**src/rtl/gsd_ram.sv**
```systemverilog
// generic single write port ram with registered read
module gsd_ram #(
  parameter int WIDTH = 8,
  parameter int DEPTH = 256
) (
  input  logic                     clk,
  input  logic                     we,
  input  logic [$clog2(DEPTH)-1:0] waddr,
  input  logic [WIDTH-1:0]         wdata,
  input  logic [$clog2(DEPTH)-1:0] raddr,
  output logic [WIDTH-1:0]         rdata
);

  logic [WIDTH-1:0] mem [DEPTH];
  logic [WIDTH-1:0] rdata_r;

  always_ff @(posedge clk) begin
    if (we) begin
      mem[waddr] <= wdata;
    end
    rdata_r <= mem[raddr];
  end

  assign rdata = rdata_r;

endmodule

```
**config.mk**
```make
export PLATFORM = sky130hd
export DESIGN_NAME = gsd_ram
export DESIGN_NICKNAME = d
export VERILOG_FILES = /design/src/rtl/gsd_ram.sv
export SDC_FILE = /design/constraint.sdc
export NUM_CORES = 2
export LEC_CHECK = 0
export BUFFER_PORTS_ARGS = -buffer_cell sky130_fd_sc_hd__buf_2
export CORE_MARGIN = 3
export CORE_UTILIZATION = 23
export CTS_CLUSTER_DIAMETER = 80
export CTS_CLUSTER_SIZE = 40
export DETAILED_ROUTE_END_ITERATION = 16
export GPL_TIMING_DRIVEN = 0
export PLACE_DENSITY = 0.35
export RECOVER_POWER = 100
export SLEW_MARGIN = 10
export SYNTH_ARGS = -nofsm -noshare
export SYNTH_HDL_FRONTEND = slang
export SYNTH_SLANG_ARGS = --single-unit
```
**constraint.sdc**
```tcl
create_clock -name clk -period 4.6 [get_ports clk]
set_input_delay 0.23 -clock clk [delete_from_list [all_inputs] [get_ports clk]]
set_output_delay 0.23 -clock clk [all_outputs]
set_load 0.005 [all_outputs]
```
==> metrics <==
synthesized area 79600 sq um; Top FF cell, synth edfxtp_1; Worst-Margin Slew 4.43 ns; layout cell share with drive strength beyond 1 around 22%; R2R Setup Slk around 0.53 ns; Post-synth ARST share 0%; final non-filler cell total between 8000 and 9000; PnR Total Power around 37 mW; Clk pwr share between 30% and 40%; Syn Area/Cell about 21 sq um; CP required approximately 5.2 ns; Leakage between 20 and 30 nW; FF-to-FF Start mem[83][3]$_DFFE_PP_; CTS Buf Count between 100 and 150; I/O pin cnt 34; CP Buf/Inv Count 4; clk slew on worst S/H paths approximately 0.090 ns; gpl congestion 0.834; Post-Synthesis Cells roughly 3700; GRT met3 Usage between 2 and 3%; Power Internal around 28 mW; CP cell instances buf_2, buf_2, clkbuf_2, nor2_1, clkbuf_2, a22oi_1, a21oi_1, nor4_1, nor4_2; CTS tree yes; Worst Hold Path Cells 3; dpl cell area 86500 sq um; Syn Nets 3759; total number of vias just under 40000; hpwl dp 208000 microns; reg2reg end rdata[3]$_DFF_P_; Slowest cell on crit path nor2_1; worst setup path class primary input to flip-flop; fmax approximately 0.23 GHz; Power Dens Cells between 400 and 500 nW/um^2; M1 GR Usage between 20 and 25%; register bit total from synthesis 2056; R2R cell count 7; failing checks max-capacitance violations, max-slew violations; fillers 34400; register area share after synthesis between 70% and 80%; worst rel slew slack -195%; global route hottest layer met2; Comb pwr share approximately 6.7%; total track usage 16.8%; Final nets 3977; H-tree levels 4; drt total wl ~300000 microns; core area 344000 sq um; type of origin of the critical path primary input; minimum clock period approximately 4.4 ns; DP Worst Slack -0.592 ns; Clock Tree Root clkbuf_16; largest net degree at the start of global routing approximately 120; Synth Warn # 0; Antenna Nets Post-Route 0; final worst slack 0.164 ns; clk sinks roughly 2000; Final Hold Slack ~0.24 ns; HP Start waddr[5]; HP Class primary input to flip-flop; maximum fanout along the worst path 10; Critical Path AT approximately 5.1 ns; Vias/cell about 4.6; Worst VDD drop 0.000286 V; DRC Markers 0; antenna violations before repair 44; first-pass GRT wire length about 400000 microns; grt total ovfl 0; most common cell after layout, fill and taps aside edfxtp_1; final period utilization a little over nine tenths; Wirelength per Cell approximately 35 microns; Seq pwr share a little under three fifths; CP max stage delay between 1 and 1.5 ns; Clock Latency Late Sink 0.85 ns; status finished, violations left; Die W 594 microns; clk buf depth 4; Yosys cell types 55; total negative slack 0 ns; Core Rows roughly 220; max-slew violations 981; Hold EP mem[191][5]$_DFFE_PP_; Top delay family on crit path simple AND/OR/NAND/NOR gates; die span in y 594 microns; switch share between 20% and 30%; Starting Density between 20% and 30%; initial DRC count 4605; dpl cells between 8000 and 9000; RSZ-0062 raised after global routing no; drt pass-1 iters 5; Area growth syn-to-layout 14.5%; fin util a little over a quarter; vias in the first global route ~41000; Max Cap Viol 19; Psw roughly 9.1 mW; Critical Path Sink Type flip-flop; number of flops mapped to enable cells by yosys ~2000; port bufs 26; most frequent cells in the layout 2048 x edfxtp_1, 454 x mux4_2, 282 x nor2_1; Final Hold Fails 0; Finished Cell Area 91100 sq um; full die area 353000 sq um; Layout Skew slightly below 0.06 ns; met2 Usage GRT roughly 28%; setup violators final 0
==> Yosys cell counts, types with 5 or more instances <==
cell         n  share of area, %
buf_4       27              0.25
nor4_1      24              0.19
nand2_1     33              0.16
mux2i_1    134               1.7
nand4_1     10             0.079
buf_8       13              0.25
nor2_1     282               1.3
o22a_1       5             0.055
and2_1       6             0.047
a22o_1       8             0.088
mux4_2     454                13
o21ai_0     10             0.063
buf_1       22              0.10
o221ai_1    46              0.51
nor3_1      22              0.14
nor2b_1     31              0.24
a21oi_1     96              0.60
o211ai_1    10             0.094
a22oi_1    133               1.3
edfxtp_1  2048                77
buf_12       8              0.20
buf_2       31              0.20
dfxtp_1      8              0.20
nand3_1     34              0.21
clkbuf_1   111              0.52
buf_6       21              0.30
a221oi_1    13              0.14
nand2b_1     8             0.063
a211oi_1    16              0.15
o22ai_1     28              0.22
==> flip-flops by register name (all words and copies together) (netlist names) <==
name and cells:
rdata 8, mem 2048
==> worst min-delay path, stage by stage <==
cell and delay, ns:
buf_2 0.16, nand3_1 0.24, nor2_1 0.24
==> worst max path at each step <==
stage          depth (start not counted)  slack [ns]                   end  startpoint
3_3_place_gp                           9       -2.37      rdata[7]$_DFF_P_    raddr[4]
4_1_cts                                9        0.32      rdata[0]$_DFF_P_    raddr[2]
5_1_grt                                4        0.23  mem[23][1]$_DFFE_PP_    wdata[1]
2_1_floorplan                          9        2.43      rdata[2]$_DFF_P_    raddr[0]
3_5_place_dp                           9       -0.59      rdata[0]$_DFF_P_    raddr[2]
6_report                               9        0.16      rdata[6]$_DFF_P_    raddr[2]
==> cell families (layout without fill, tap and decap cells) <==
kind of cell / after synthesis / after routing / synth area share (%)
compound gates: 385 / 385 / 3.42
buf+inv: 235 / 555 / 1.83
flops: 2056 / 2056 / 77.5
mux: 591 / 591 / 14.6
other cells: 0 / 24 / 0
simple gates: 466 / 466 / 2.63
==> power by group through the flow <==
stage | Combinational (mW) | Clock [mW] | Sequential, mW
floorplan | 1.00 | 0 | 21.1
global placement | 2.43 | 0 | 21.2
detailed placement | 2.55 | 0 | 21.1
CTS | 2.56 | 14.4 | 20.6
global route | 2.57 | 15.1 | 20.7
finish | 2.48 | 14.1 | 20.7
==> layer usage <==
| metal | wire length (microns) | up-vias |
|---|---|---|
| li1 | - | 16100 |
| met1 | 133000 | 22100 |
| met2 | 144000 | 1195 |
| met3 | 15500 | 276 |
| met4 | 9900 | 0 |
| met5 | 0 | - |
==> area by class of cell <==
cell class                 instances  area (sq um)  area share, %
sequential                      2056         61700           67.7
timing repair buffer              74           738          0.810
buffer                           233          1480           1.63
multi-input combinational       1442         16600           18.2
inverter                           2          7.51        0.00824
antenna                           24          60.1         0.0659
clock buffer                     151          3630           3.98
clock inverter                    95          1240           1.36
tap                             4557          5700           6.26
==> repair_timing <==
action	CTS	global route
hold endpoints to repair	488	0
resized for setup	0	0
hold buffers	8	0
setup endpoints to repair	0	0
setup buffers	0	0
(Power assumes the default switching activity.)
