## config.mk

```make
export PLATFORM = sky130hd
export DESIGN_NAME = gsd_sqrt
export DESIGN_NICKNAME = d
export VERILOG_FILES = /design/src/rtl/gsd_pkg.sv /design/src/rtl/gsd_sqrt.sv
export SDC_FILE = /design/constraint.sdc
export NUM_CORES = 1
export LEC_CHECK = 0
export ABC_CLOCK_PERIOD_IN_PS = 6040
export BUFFER_PORTS_ARGS = -buffer_cell sky130_fd_sc_hd__buf_2
export CORE_UTILIZATION = 57
export CTS_BUF_LIST = sky130_fd_sc_hd__clkbuf_16
export DETAILED_ROUTE_END_ITERATION = 7
export PLACE_DENSITY = 0.78
export SYNTH_ARGS = -nofsm -noshare
export SYNTH_HDL_FRONTEND = slang
export SYNTH_SLANG_ARGS = --single-unit
```

## constraint.sdc

```tcl
create_clock -name clk -period 6.04 [get_ports clk]
set_input_delay 0.302 -clock clk [delete_from_list [all_inputs] [get_ports clk]]
set_output_delay 0.302 -clock clk [all_outputs]
set_load 0.03 [all_outputs]
```

## src/rtl/gsd_pkg.sv

```systemverilog
// shared types, constants and helpers for the shortest distance block
package gsd_pkg;

  localparam int MAX_FACES = 1024;
  localparam int FACE_W    = 10;
  localparam int MAX_NB    = 12;
  localparam int SLOT_W    = 4;
  localparam int COORD_W   = 24;
  localparam int DIST_W    = 32;
  localparam int CNT_W     = 11;
  localparam int DIFF_W    = COORD_W + 1;
  localparam int SQ_W      = 2 * DIFF_W;
  localparam int SUM_W     = SQ_W + 2;
  localparam int ROOT_W    = SUM_W / 2;
  localparam int NB_ADDR_W = FACE_W + SLOT_W;
  localparam int NB_DEPTH  = 1 << NB_ADDR_W;
  localparam int NB_ENT_W  = FACE_W + 1;
  localparam int DENT_W    = DIST_W + 2;
  localparam int BARI_W    = 3 * COORD_W;

  localparam logic [DIST_W-1:0] DIST_ONES = '1;

  typedef enum logic [1:0] {
    KIND_LOAD_BARI = 2'd0,
    KIND_LOAD_NB   = 2'd1,
    KIND_RUN       = 2'd2,
    KIND_READ      = 2'd3
  } kind_t;

  typedef enum logic [4:0] {
    ST_CLEAR,
    ST_IDLE,
    ST_READ_WAIT,
    ST_RUN_CLR,
    ST_RUN_START,
    ST_SCAN_RD,
    ST_SCAN_CMP,
    ST_MARK,
    ST_CUR_WAIT,
    ST_NB_RD,
    ST_NB_CHK,
    ST_FETCH,
    ST_SQ_X,
    ST_SQ_Y,
    ST_SQ_Z,
    ST_SQ_ACC,
    ST_SQRT_GO,
    ST_SQRT_WAIT,
    ST_RELAX
  } state_t;

  typedef struct packed {
    logic [1:0]                kind;
    logic [FACE_W-1:0]         face_index;
    logic signed [COORD_W-1:0] coord_x;
    logic signed [COORD_W-1:0] coord_y;
    logic signed [COORD_W-1:0] coord_z;
    logic [SLOT_W-1:0]         slot;
    logic [FACE_W-1:0]         neighbor_index;
    logic                      neighbor_valid;
  } gsd_in_t;

  typedef struct packed {
    logic [FACE_W-1:0] result_face;
    logic [DIST_W-1:0] distance;
    logic              reachable;
    logic              status;
  } gsd_out_t;

  typedef struct packed {
    logic              reached;
    logic              visited;
    logic [DIST_W-1:0] path_len;
  } dist_ent_t;

  typedef struct packed {
    logic             start;
    logic [SUM_W-1:0] radicand;
  } sqrt_req_t;

  typedef struct packed {
    logic              done;
    logic [ROOT_W-1:0] root;
  } sqrt_rsp_t;

  function automatic logic [DIFF_W-1:0] abs_diff(input logic signed [COORD_W-1:0] a,
                                                 input logic signed [COORD_W-1:0] b);
    logic signed [DIFF_W-1:0] d;
    d = $signed({a[COORD_W-1], a}) - $signed({b[COORD_W-1], b});
    return d[DIFF_W-1] ? DIFF_W'(-d) : DIFF_W'(d);
  endfunction

endpackage

```

## src/rtl/gsd_sqrt.sv

```systemverilog
// iterative integer square root, one result bit per cycle
module gsd_sqrt (
  input  logic               clk,
  input  logic               rst_n,
  input  gsd_pkg::sqrt_req_t req,
  output gsd_pkg::sqrt_rsp_t rsp
);
  import gsd_pkg::*;

  logic [SUM_W-1:0] rem_r, rem_nxt;
  logic [SUM_W-1:0] res_r, res_nxt;
  logic [SUM_W-1:0] bit_r, bit_nxt;
  logic             busy_r, busy_nxt;
  logic             done_r, done_nxt;
  logic [SUM_W-1:0] trial;

  assign trial = res_r + bit_r;

  always_comb begin
    rem_nxt  = rem_r;
    res_nxt  = res_r;
    bit_nxt  = bit_r;
    busy_nxt = busy_r;
    done_nxt = 1'b0;
    if (req.start) begin
      rem_nxt  = req.radicand;
      res_nxt  = '0;
      bit_nxt  = SUM_W'(1) << (SUM_W - 2);
      busy_nxt = 1'b1;
    end else if (busy_r) begin
      if (rem_r >= trial) begin
        rem_nxt = rem_r - trial;
        res_nxt = (res_r >> 1) + bit_r;
      end else begin
        res_nxt = res_r >> 1;
      end
      bit_nxt = bit_r >> 2;
      if (bit_r == SUM_W'(1)) begin
        busy_nxt = 1'b0;
        done_nxt = 1'b1;
      end
    end
  end

  always_ff @(posedge clk) begin
    if (!rst_n) begin
      busy_r <= 1'b0;
      done_r <= 1'b0;
    end else begin
      busy_r <= busy_nxt;
      done_r <= done_nxt;
    end
    rem_r <= rem_nxt;
    res_r <= res_nxt;
    bit_r <= bit_nxt;
  end

  assign rsp.done = done_r;
  assign rsp.root = res_r[ROOT_W-1:0];

endmodule

```

==> run metrics, run 1 <==
Internal=2.99 mW; Yosys Warn Count=0; hold slack=around 0.14 ns; Leak Pwr=5.20 nW; first-pass GRT wire length=53400 um; antenna cells=0; Die Wd=148 um; starting density of the core=57.9%; area post-placement=12500 um^2; Clock Skew=0.0121 ns; Synth cell types=72; largest net degree at the start of global routing=85; Rows=53; DR iter-0 viols=between 800 and 900; clock network fraction of design power=between 10% and 20%; CTS HTree Levels=4; worst-path maximum fanout=19; cells after synthesis=1542; Syn Nets=1704; gr ovfl total=0; sw power=about 2.5 mW; initial antenna violation count=0; actual slew at the worst max-slew pin=0.859 ns; Mapped Area=approximately 12000 um^2; area taken by multi-input logic gates=8340 um^2; pwr dens=between 400 and 500 nW/um^2; worst-case reg-to-reg path depth=19; RR Startpoint=res_r[6]; HPWL Detailed=24900 um; Layout fillers=1937; layout cell share with drive strength beyond 1=around a tenth; combinational group share of total power=56.5%; CTS max path bufs=2; minimum clock period=5.69 ns; synthesis-stage register bit count=between 100 and 150; Post-synth EDFFs=52; post-CTS sizing=0; Max Slew Vio Count=0; via count=11515; hold crit path type=input pin to register; mean post-synth cell area=7.87 um^2; Routed WL=33400 um; clock latency on the worst-skew pair=roughly 0.44 ns; vias per cell=6.29; total power=between 5 and 6 mW; DRC Markers=0; drt first pass iters=5; fin crit share=94.2%; share of power burned in registers=25.4%; post-route ant nets=0; ys flop type=dfxtp_1; fin area=13100 um^2; CTS tree=done; Inserted Clock Buffers=17; Rel. slew slack=42.7%; Post CTS Setup Buffer Count=0; clock sink count=132; Switching Share=45.6%; # IOs=just over 80; Worst setup endpoint=res_r[16]; CTS root buf=clkbuf_16; Final Hold Fails=0; Async SR Flop Fraction=0%; fmax=roughly 180 MHz; Max Cap Viol=0; vias in the first global route=approximately 11000; crit path kind=register to register; Final nets=1706; Worst EP arrival=5.97 ns; worst reg2reg setup slack=between 0.3 and 0.4 ns; Core Region=about 21000 um^2; Critical Path Start=res_r[6]; VDD IR max=268 uV; synth-to-layout area growth=7.58%; post-cts hold buffer count=0; CP endpoint kind=register; final setup vio count=0; FF-to-FF End=res_r[16]; sequential fraction of the synthesis area=26.1%; register area=3170 um^2; area of the die=between 20000 and 25000 um^2; routed len/inst=about 18 um; clk slew on worst S/H paths=0.06 ns; critical path launch point type=register; IO Port Bufs=81; Die Span Y=148 um; worst endpoint required time=6.32 ns; GRT Util Overall=30.6%; outcome=complete, no violations; GP Congestion=0.951
==> flip-flops by register name, indices dropped and copies added (netlist names) <==
register / flops
done_r: 1
rem_r: 52
bit_r: 26
busy_r: 1
res_r: 52
==> worst max-delay path, cell delays in order, from the launching register on <==
cell,delay [ns]
dfxtp_1,0.52
ha_1,0.30
a211oi_1,0.07
a211o_1,0.35
o41ai_2,0.52
a211oi_1,0.21
o21ai_1,0.29
a31oi_1,0.19
and2_1,0.23
o21ai_0,0.20
xnor2_1,0.10
ha_1,0.36
and2_1,0.33
nand3_1,0.16
or3_1,0.44
a31oi_4,0.36
or2_1,0.20
buf_4,0.33
mux2i_1,0.26
a21oi_1,0.09
==> final cells by class <==
cell class              count  area share, %
flip-flops and latches    132           24.3
repair buffers             99           4.25
well taps                 275           2.64
multi-input cells        1267           63.9
clock inverters            12          0.585
clock buffers              19           3.64
inverters                  27          0.776
==> metrics by stage <==
step	instances	setup WS [ns]	setup TNS (ns)	util [%]
2_1_floorplan	1542	0.446	0	-
4_1_cts	1831	0.178	0	62.2
3_3_place_gp	1800	0.342	0	59.6
5_1_grt	1831	-0.0256	-0.0256	62.3
6_report	1831	0.353	0	62.3
3_5_place_dp	1800	0.226	0	59.6
==> synthesized netlist by cell type (10+ instances only) <==
cell	count	area share, %
nand2_1	177	5.5
nor2_1	167	5.2
o21ai_0	116	4.8
ha_1	106	11
a21oi_1	100	4.1
dfxtp_1	80	13
clkbuf_1	78	2.4
xor2_1	71	5.1
a31oi_1	57	2.9
xnor2_1	56	4.0
edfxtp_1	52	13
nand4_1	40	2.1
mux2i_1	36	3.0
a211oi_1	35	2.2
a21o_1	29	1.8
buf_4	27	1.7
inv_1	26	0.80
nor2b_1	22	1.1
nand3_1	21	0.87
o21bai_1	19	1.2
nor3_1	16	0.66
o31ai_1	15	0.93
and3_1	13	0.67
nand2b_1	13	0.67
o32ai_1	10	0.72
==> power by group through the flow <==
stage	clock [mW]	combinational (mW)	sequential, mW
floorplan	0	2.44	1.32
global placement	0	3.02	1.41
detailed placement	0	3.04	1.41
CTS	1.00	3.06	1.40
global route	1.04	3.43	1.42
finish	0.995	3.11	1.40
==> layer usage <==
layer  routed length [um]  up-vias  track usage (%)
met2                15800      389             52.5
met5                    0        -                0
li1                     -     5657                -
met4                 1380        0             14.8
met3                 1980       93             5.31
met1                14200     5376             37.1
==> placed cells by master, fill, tap and decap left out, types with 6 or more instances in the layout <==
cell type / synthesis / final
o41ai_1: 8 / 7
o32ai_1: 10 / 10
o21bai_1: 19 / 19
or2_2: 6 / 6
nor2_1: 167 / 166
o31ai_1: 15 / 15
buf_4: 27 / 18
nor3_1: 16 / 16
and2_1: 9 / 9
buf_2: 4 / 80
mux2_2: 8 / 8
nand4_1: 40 / 40
nand2b_1: 13 / 13
xnor2_1: 56 / 56
a31o_2: 8 / 8
mux2i_1: 36 / 36
o21ai_0: 116 / 116
nand2_1: 177 / 177
dfxtp_1: 80 / 79
a31oi_1: 57 / 57
and3_1: 13 / 13
ha_1: 106 / 106
nor2b_1: 22 / 22
a21oi_1: 100 / 100
nand3_1: 21 / 21
nor4_1: 9 / 9
or3_1: 6 / 6
o21ai_1: 8 / 7
a311oi_1: 9 / 9
edfxtp_1: 52 / 52
a21o_1: 29 / 28
a211oi_1: 35 / 35
clkbuf_16: 0 / 19
o21a_1: 9 / 9
xor2_1: 71 / 71
inv_1: 26 / 26
==> kinds of logic (layout without fill, tap and decap cells) <==
family | count (synthesis) | count (layout) | synth area share [%]
AO/OA/AOI/OAI | 475 | 475 | 25.2
XOR/XNOR | 127 | 127 | 9.16
adder cells (fa/ha/maj) | 107 | 107 | 11.1
buffers and inverters | 143 | 157 | 5.48
flip-flops | 132 | 132 | 26.1
multiplexers | 44 | 44 | 3.71
AND/OR/NAND/NOR | 514 | 514 | 19.3
==> how the worst min path moves through the flow <==
stage / slack, ns / endpoint / startpoint / depth (start not counted)
after global placement: 0.49 / res_r[0] / res_r[0] / 2
final: 0.14 / rem_r[9] / req[9] / 3
after CTS: 0.14 / rem_r[38] / req[38] / 3
after floorplan: 0.45 / done_r / rst_n / 1
after detailed placement: 0.52 / res_r[0] / res_r[0] / 2
after global routing: 0.15 / rem_r[6] / req[6] / 3
No activity file was read; power rests on OpenSTA's default activity.
==> run 2: changes to the inputs <==
- CORE_ASPECT_RATIO: not set -> 2
- TNS_END_PERCENT: not set -> 1
==> run 2 against run 1 <==
Maximum frequency fell by 2.0%. Clock power fell by 2.3%. Non-clock buffer count is 8 higher. Critical path depth is 2 higher. Combinational power grew 3%. Count of clock-buffer cells in the layout fell by 2. Wire length increased by 13%. Final area rose by 0.34%. Sequential power hardly changed. Sequential cell count is the same. Global-route usage rose by 4.3 points. Via count rose by 2.6%.
==> run metrics, run 2 (synthesis gave the netlist of run 1 again) <==
outcome=complete, no violations; Worst EP arrival=6.15 ns (+0.18 ns); Post CTS Setup Buffer Count=0 (unchanged); starting density of the core=58.0% (+0.080 points); critical path launch point type=register; Placement Setup Slack=0.212 ns (-0.0139 ns); setup_tns=0 ns (unchanged); via count=11820 (+2.6%); Rel. slew slack=34.4% (-8.3 points); area post-placement=12500 um^2 (+0.42%); Leak Pwr=5.23 nW (+0.59%); Inserted Clock Buffers=17 (unchanged); initial antenna violation count=0 (unchanged); CTS tree=done; gr ovfl total=0 (unchanged); post-cts hold buffer count=0 (unchanged); Core Region=20900 um^2 (-0.14%); area of the die=21900 um^2 (+0.16%); Layout fillers=1951 (+0.72%); total power=5.58 mW (+1.5%); CTS max path bufs=2 (unchanged); IO Port Bufs=81 (unchanged); layout cell share with drive strength beyond 1=11.1% (+0.45 points); fin worst setup slack=0.234 ns (-0.119 ns); GRT Util Overall=34.9% (+4.3 points); routed len/inst=20.6 um (+13%); fin cells=1834 (+0.16%); post-CTS sizing=0 (unchanged); minimum clock period=5.81 ns (+0.119 ns); Final Hold Fails=0 (unchanged); hold crit path type=input pin to register; worst-path maximum fanout=27 (+8); Clock Skew=0.00894 ns (-0.00311 ns); Die Span Y=208 um (+41%); DRC Markers=0 (unchanged); hold slack=0.101 ns (-0.0347 ns); vias per cell=6.44 (+2.5%); worst endpoint required time=6.38 ns (+0.06 ns); Max Cap Viol=0 (unchanged); Routed WL=37700 um (+13%); Core Util, Final=62.6% (+0.30 points); pwr dens=426 nW/um^2 (+1.1%); clk slew on worst S/H paths=0.06 ns (about the same); Rows=75 (+42%); antenna cells=0 (unchanged); crit path kind=register to register; Max Slew Vio Count=0 (unchanged); largest net degree at the start of global routing=82 (-3.5%); post-route ant nets=0 (unchanged); HPWL Detailed=29100 um (+17%); clock latency on the worst-skew pair=0.45 ns (about the same); GP Congestion=0.954 (+0.30%); DR iter-0 viols=774 (-11%); dpl cells=1802 (+0.11%); VDD IR max=351 uV (+31%); fin area=13100 um^2 (+0.34%); clock sink count=132 (unchanged); Regs by FF count=rem_r: 52 flops, res_r: 52 flops, bit_r: 26 flops; drt first pass iters=5 (unchanged); first-pass GRT wire length=59300 um (+11%); # IOs=82 (unchanged); vias in the first global route=11755 (+8.9%); CTS HTree Levels=4 (unchanged); fmax=172 MHz (-2.0%); CTS root buf=clkbuf_16; commonest non-fill, non-tap cells in the layout=nand2_1, nor2_1, o21ai_0; worst reg2reg setup slack=0.23 ns (-0.12 ns); fin crit share=96.1% (+2.0 points); Final nets=1714 (+0.47%); CP endpoint kind=register; commonest non-fill, non-tap cell in the layout=nand2_1; final setup vio count=0 (unchanged); synth-to-layout area growth=7.94%; Die Wd=105 um (-29%); actual slew at the worst max-slew pin=0.984 ns (+0.125 ns)
run 2: power by group:
group	internal [mW]	switching [mW]
sequential	1.21	0.186
combinational	1.22	1.99
clock	0.526	0.446
total	2.96	2.62
run 2: final cells by class:
type                            instances  area (um^2)  area share [%]
Clock buffer                           17          425            3.25
Clock inverter                         15          106           0.812
Inverter                               27          101           0.774
Multi-Input combinational cell       1267         8350            63.7
Sequential cell                       132         3170            24.2
Tap cell                              269          337            2.57
Timing Repair Buffer                  107          616            4.70
run 2: layer usage:
metal | wire [um] | GRT usage (%) | vias up | part of all wire [%]
li1 | - | - | 5659 | -
met1 | 13000 | 33.3 | 5554 | 35
met2 | 20000 | 64.3 | 440 | 53
met3 | 1440 | 4.70 | 167 | 3.8
met4 | 3330 | 30.4 | 0 | 8.8
met5 | 0 | 0 | - | 0
run 2: path summary, 6_finish.rpt:
path / endpoint / startpoint / depth (start not counted)
max: res_r[46] / bit_r[0] / 21
min: done_r / rst_n / 2
max reg2reg: res_r[46] / bit_r[0] / 21
min reg2reg: res_r[0] / res_r[0] / 2
run 2: worst max-delay path: stages, from the launching register on:
cell and delay, ns:
dfxtp_1 0.35, ha_1 0.22, ha_1 0.21, a21o_1 0.18, a31o_2 0.27, a21oi_1 0.20, a21oi_1 0.19, a211oi_2 0.33
o21bai_1 0.14, a31oi_1 0.33, o311ai_0 0.20, nand3_1 0.14, xor2_1 0.35, ha_1 0.32, and3_1 0.28, nand2_1 0.14
or3_1 0.46, a31oi_4 0.28, or2_1 0.17, buf_4 0.36, o21ai_1 0.18, a2111oi_2 0.37
==> run 3: changes to the inputs <==
- ABC_CLOCK_PERIOD_IN_PS: 6040 -> 4910
- CORE_UTILIZATION: 57 -> 40
- PLACE_DENSITY: 0.78 -> 0.58
- clock period: 6.04 -> 4.91 ns (I/O delays scaled with it)
==> run 3 against run 2 <==
The run now ends with negative setup slack left. Combinational power up 61%. Die area up 42%. Clock skew up 0.0033 ns. Maximum frequency up 17%. Sequential share of layout area down 3.7 points. Via count up 6.3%. Power up 47%. Critical path type unchanged. Largest cell class unchanged. Largest power group unchanged.
==> run metrics, run 3 (synthesis gave the netlist of run 1 again) <==
outcome=finished, violations left; violated checks=negative setup slack; commonest non-fill, non-tap cell in the layout=buf_4; Inserted Clock Buffers=17 (unchanged); Clock Skew=0.0122 ns (+0.00329 ns); post-route ant nets=0 (unchanged); Worst EP arrival=5.10 ns (-1.05 ns); hold slack=0.0459 ns (-0.0547 ns); GRT Util Overall=28.7% (-6.2 points); starting density of the core=41.0% (-17 points); Max Slew Vio Count=0 (unchanged); gr ovfl total=0 (unchanged); actual slew at the worst max-slew pin=0.857 ns (-0.127 ns); worst-case reg-to-reg path depth=22 (+4.8%); CTS root buf=clkbuf_16; initial antenna violation count=0 (unchanged); vias per cell=5.84 (-9.4%); Final Hold Fails=0 (unchanged); Regs by FF count=rem_r: 52 flops, res_r: 52 flops, bit_r: 26 flops; IO Port Bufs=81 (unchanged); synth-to-layout area growth=27.6%; Leak Pwr=6.45 nW (+23%); routed len/inst=20.4 um (-0.71%); RSZ-0062 raised after global routing=yes; pwr dens=530 nW/um^2 (+24%); Rel. slew slack=42.9% (+8.5 points); slowest stage delay, CP=0.37 ns (-0.09 ns); fin crit share=101% (+4.8 points); worst endpoint required time=5.06 ns (-1.32 ns); clock latency on the worst-skew pair=0.45 ns (about the same); final setup vio count=60 (+60); Max stage delay cell, worst path=a2111oi_4; VDD IR max=272 uV (-23%); total power=8.21 mW (+47%); first-pass GRT wire length=67900 um (+14%); CP dominant cell by count=buf_4; # IOs=82 (unchanged); area of the die=31100 um^2 (+42%); Core Util, Final=52.3% (-10 points); combinational group share of total power=62.9% (+5.4 points); via count=12563 (+6.3%); Max Cap Viol=0 (unchanged); Buf/Inv on CP=4 (+3); drt first pass iters=6 (+1); Top Family by Delay on Critical Path=compound AO/OA/AOI/OAI gates; Die Wd=125 um (+19%); largest net degree at the start of global routing=72 (-12%); dpl cells=2095 (+16%); CP endpoint kind=register; layout cell share with drive strength beyond 1=26.2% (+15 points); CTS HTree Levels=4 (unchanged); crit path kind=register to register; clk slew on worst S/H paths=0.06 ns (about the same); GP Congestion=0.935 (-2.0%); commonest non-fill, non-tap cells in the layout=buf_4, nand2_1, nor2_1; fmax=202 MHz (+17%); CTS tree=done; minimum clock period=4.95 ns (-0.852 ns); fin area=15500 um^2 (+18%); Critical Path Stages=22 (+4.8%); DR iter-0 viols=556 (-28%); Rows=89 (+19%); DRC Markers=0 (unchanged); Core Region=29600 um^2 (+42%); area post-placement=14200 um^2 (+13%); vias in the first global route=12765 (+8.6%); critical path launch point type=register; Critical Path Start=bit_r[0]; post-cts hold buffer count=0 (unchanged); clock network fraction of design power=16.1% (-1.3 points); Internal=4.61 mW (+56%); antenna cells=0 (unchanged); Switching Share=43.8% (-3.2 points); sw power=3.60 mW (+37%); share of power burned in registers=21.0% (-4.1 points); fin cells=2152 (+17%); fin worst setup slack=-0.0435 ns (-0.278 ns); RR Startpoint=bit_r[0]; HPWL Detailed=35200 um (+21%); hold path depth=2 (unchanged); Routed WL=44000 um (+17%); hold crit path type=input pin to register; worst-path maximum fanout=22 (-19%); Die Span Y=248 um (+19%); clock sink count=132 (unchanged); worst path cell trace=ha_4 -> ha_2 -> a21o_1 -> a31o_4 -> a21oi_4 -> nand2_2 -> a31oi_4 -> nor2_1 -> o21ai_1 -> xor2_1 -> buf_4 -> ha_4 -> buf_4 -> nand4_1 -> buf_4 -> a2111oi_4 -> o21ai_2 -> a211o_1 -> a31oi_4 -> or2_4 -> a21o_4 -> buf_12; Final nets=1938 (+13%); min-delay src=rst_n; CTS max path bufs=2 (unchanged)
## run 3: cell count changes in the layout (fill, tap and decap cells not counted), moves of 6 or more
cell	previous run	this run
buf_4	26	243
ha_1	106	94
a31oi_1	57	50
buf_6	0	6
ha_4	0	9
o21ai_0	116	108
o21ai_2	0	6
## run 3: area by class of cell
type	count	area, um^2
fillers	2891	14100
multi-input cells	1267	8840
flip-flops and latches	132	3170
repair buffers	331	2330
clock buffers	20	500
well taps	364	455
inverters	27	101
clock inverters	11	92.6
## run 3: what timing repair did
| action | in CTS | in global routing |
|---|---|---|
| buffers inserted | 14 | 12 |
| endpoints found under the hold margin | 0 | 0 |
| pin swaps | 35 | 45 |
| resized for setup | 44 | 56 |
| setup endpoints to repair | 114 | 118 |
## run 3: worst register-to-register path, cell delays in order (launching register included)
cell and delay, ns:
dfxtp_2 0.34, ha_4 0.17, ha_2 0.17, a21o_1 0.18, a31o_4 0.25, a21oi_4 0.17
nand2_2 0.10, a31oi_4 0.14, nor2_1 0.05, o21ai_1 0.14, xor2_1 0.30, buf_4 0.20
ha_4 0.15, buf_4 0.11, nand4_1 0.19, buf_4 0.21, a2111oi_4 0.37, o21ai_2 0.10
a211o_1 0.35, a31oi_4 0.32, or2_4 0.21, a21o_4 0.21, buf_12 0.20
## run 3: per-layer routing
layer	vias to the layer above	wire, um	GRT usage, %
li1	6111	-	-
met1	5959	14900	25.9
met2	326	23900	55.7
met3	167	1110	3.59
met4	0	4110	26.0
met5	-	0	0
## run 3: final timing paths
kind               end  slack, ns
min reg2reg  res_r[51]       0.59
max          rem_r[27]      -0.04
min             done_r       0.05
max reg2reg  rem_r[27]      -0.04
## run 3: power by group through the flow
stage                     combinational, mW  clock [mW]  sequential [mW]
final                                  5.16        1.32             1.72
after global routing                   5.63        1.39             1.74
after CTS                              4.94        1.34             1.71
after detailed placement               4.71           0             1.73
after global placement                 4.69           0             1.73
after floorplan                        3.03           0             1.62
## run 3: stage by stage
stage | TNS (ns) | worst slack [ns]
after floorplan | 0 | 0.000145
after global placement | -20.10 | -0.386
after detailed placement | -21.18 | -0.424
after CTS | -0.361 | -0.0326
after global routing | -22.90 | -0.293
final | -1.31 | -0.0435
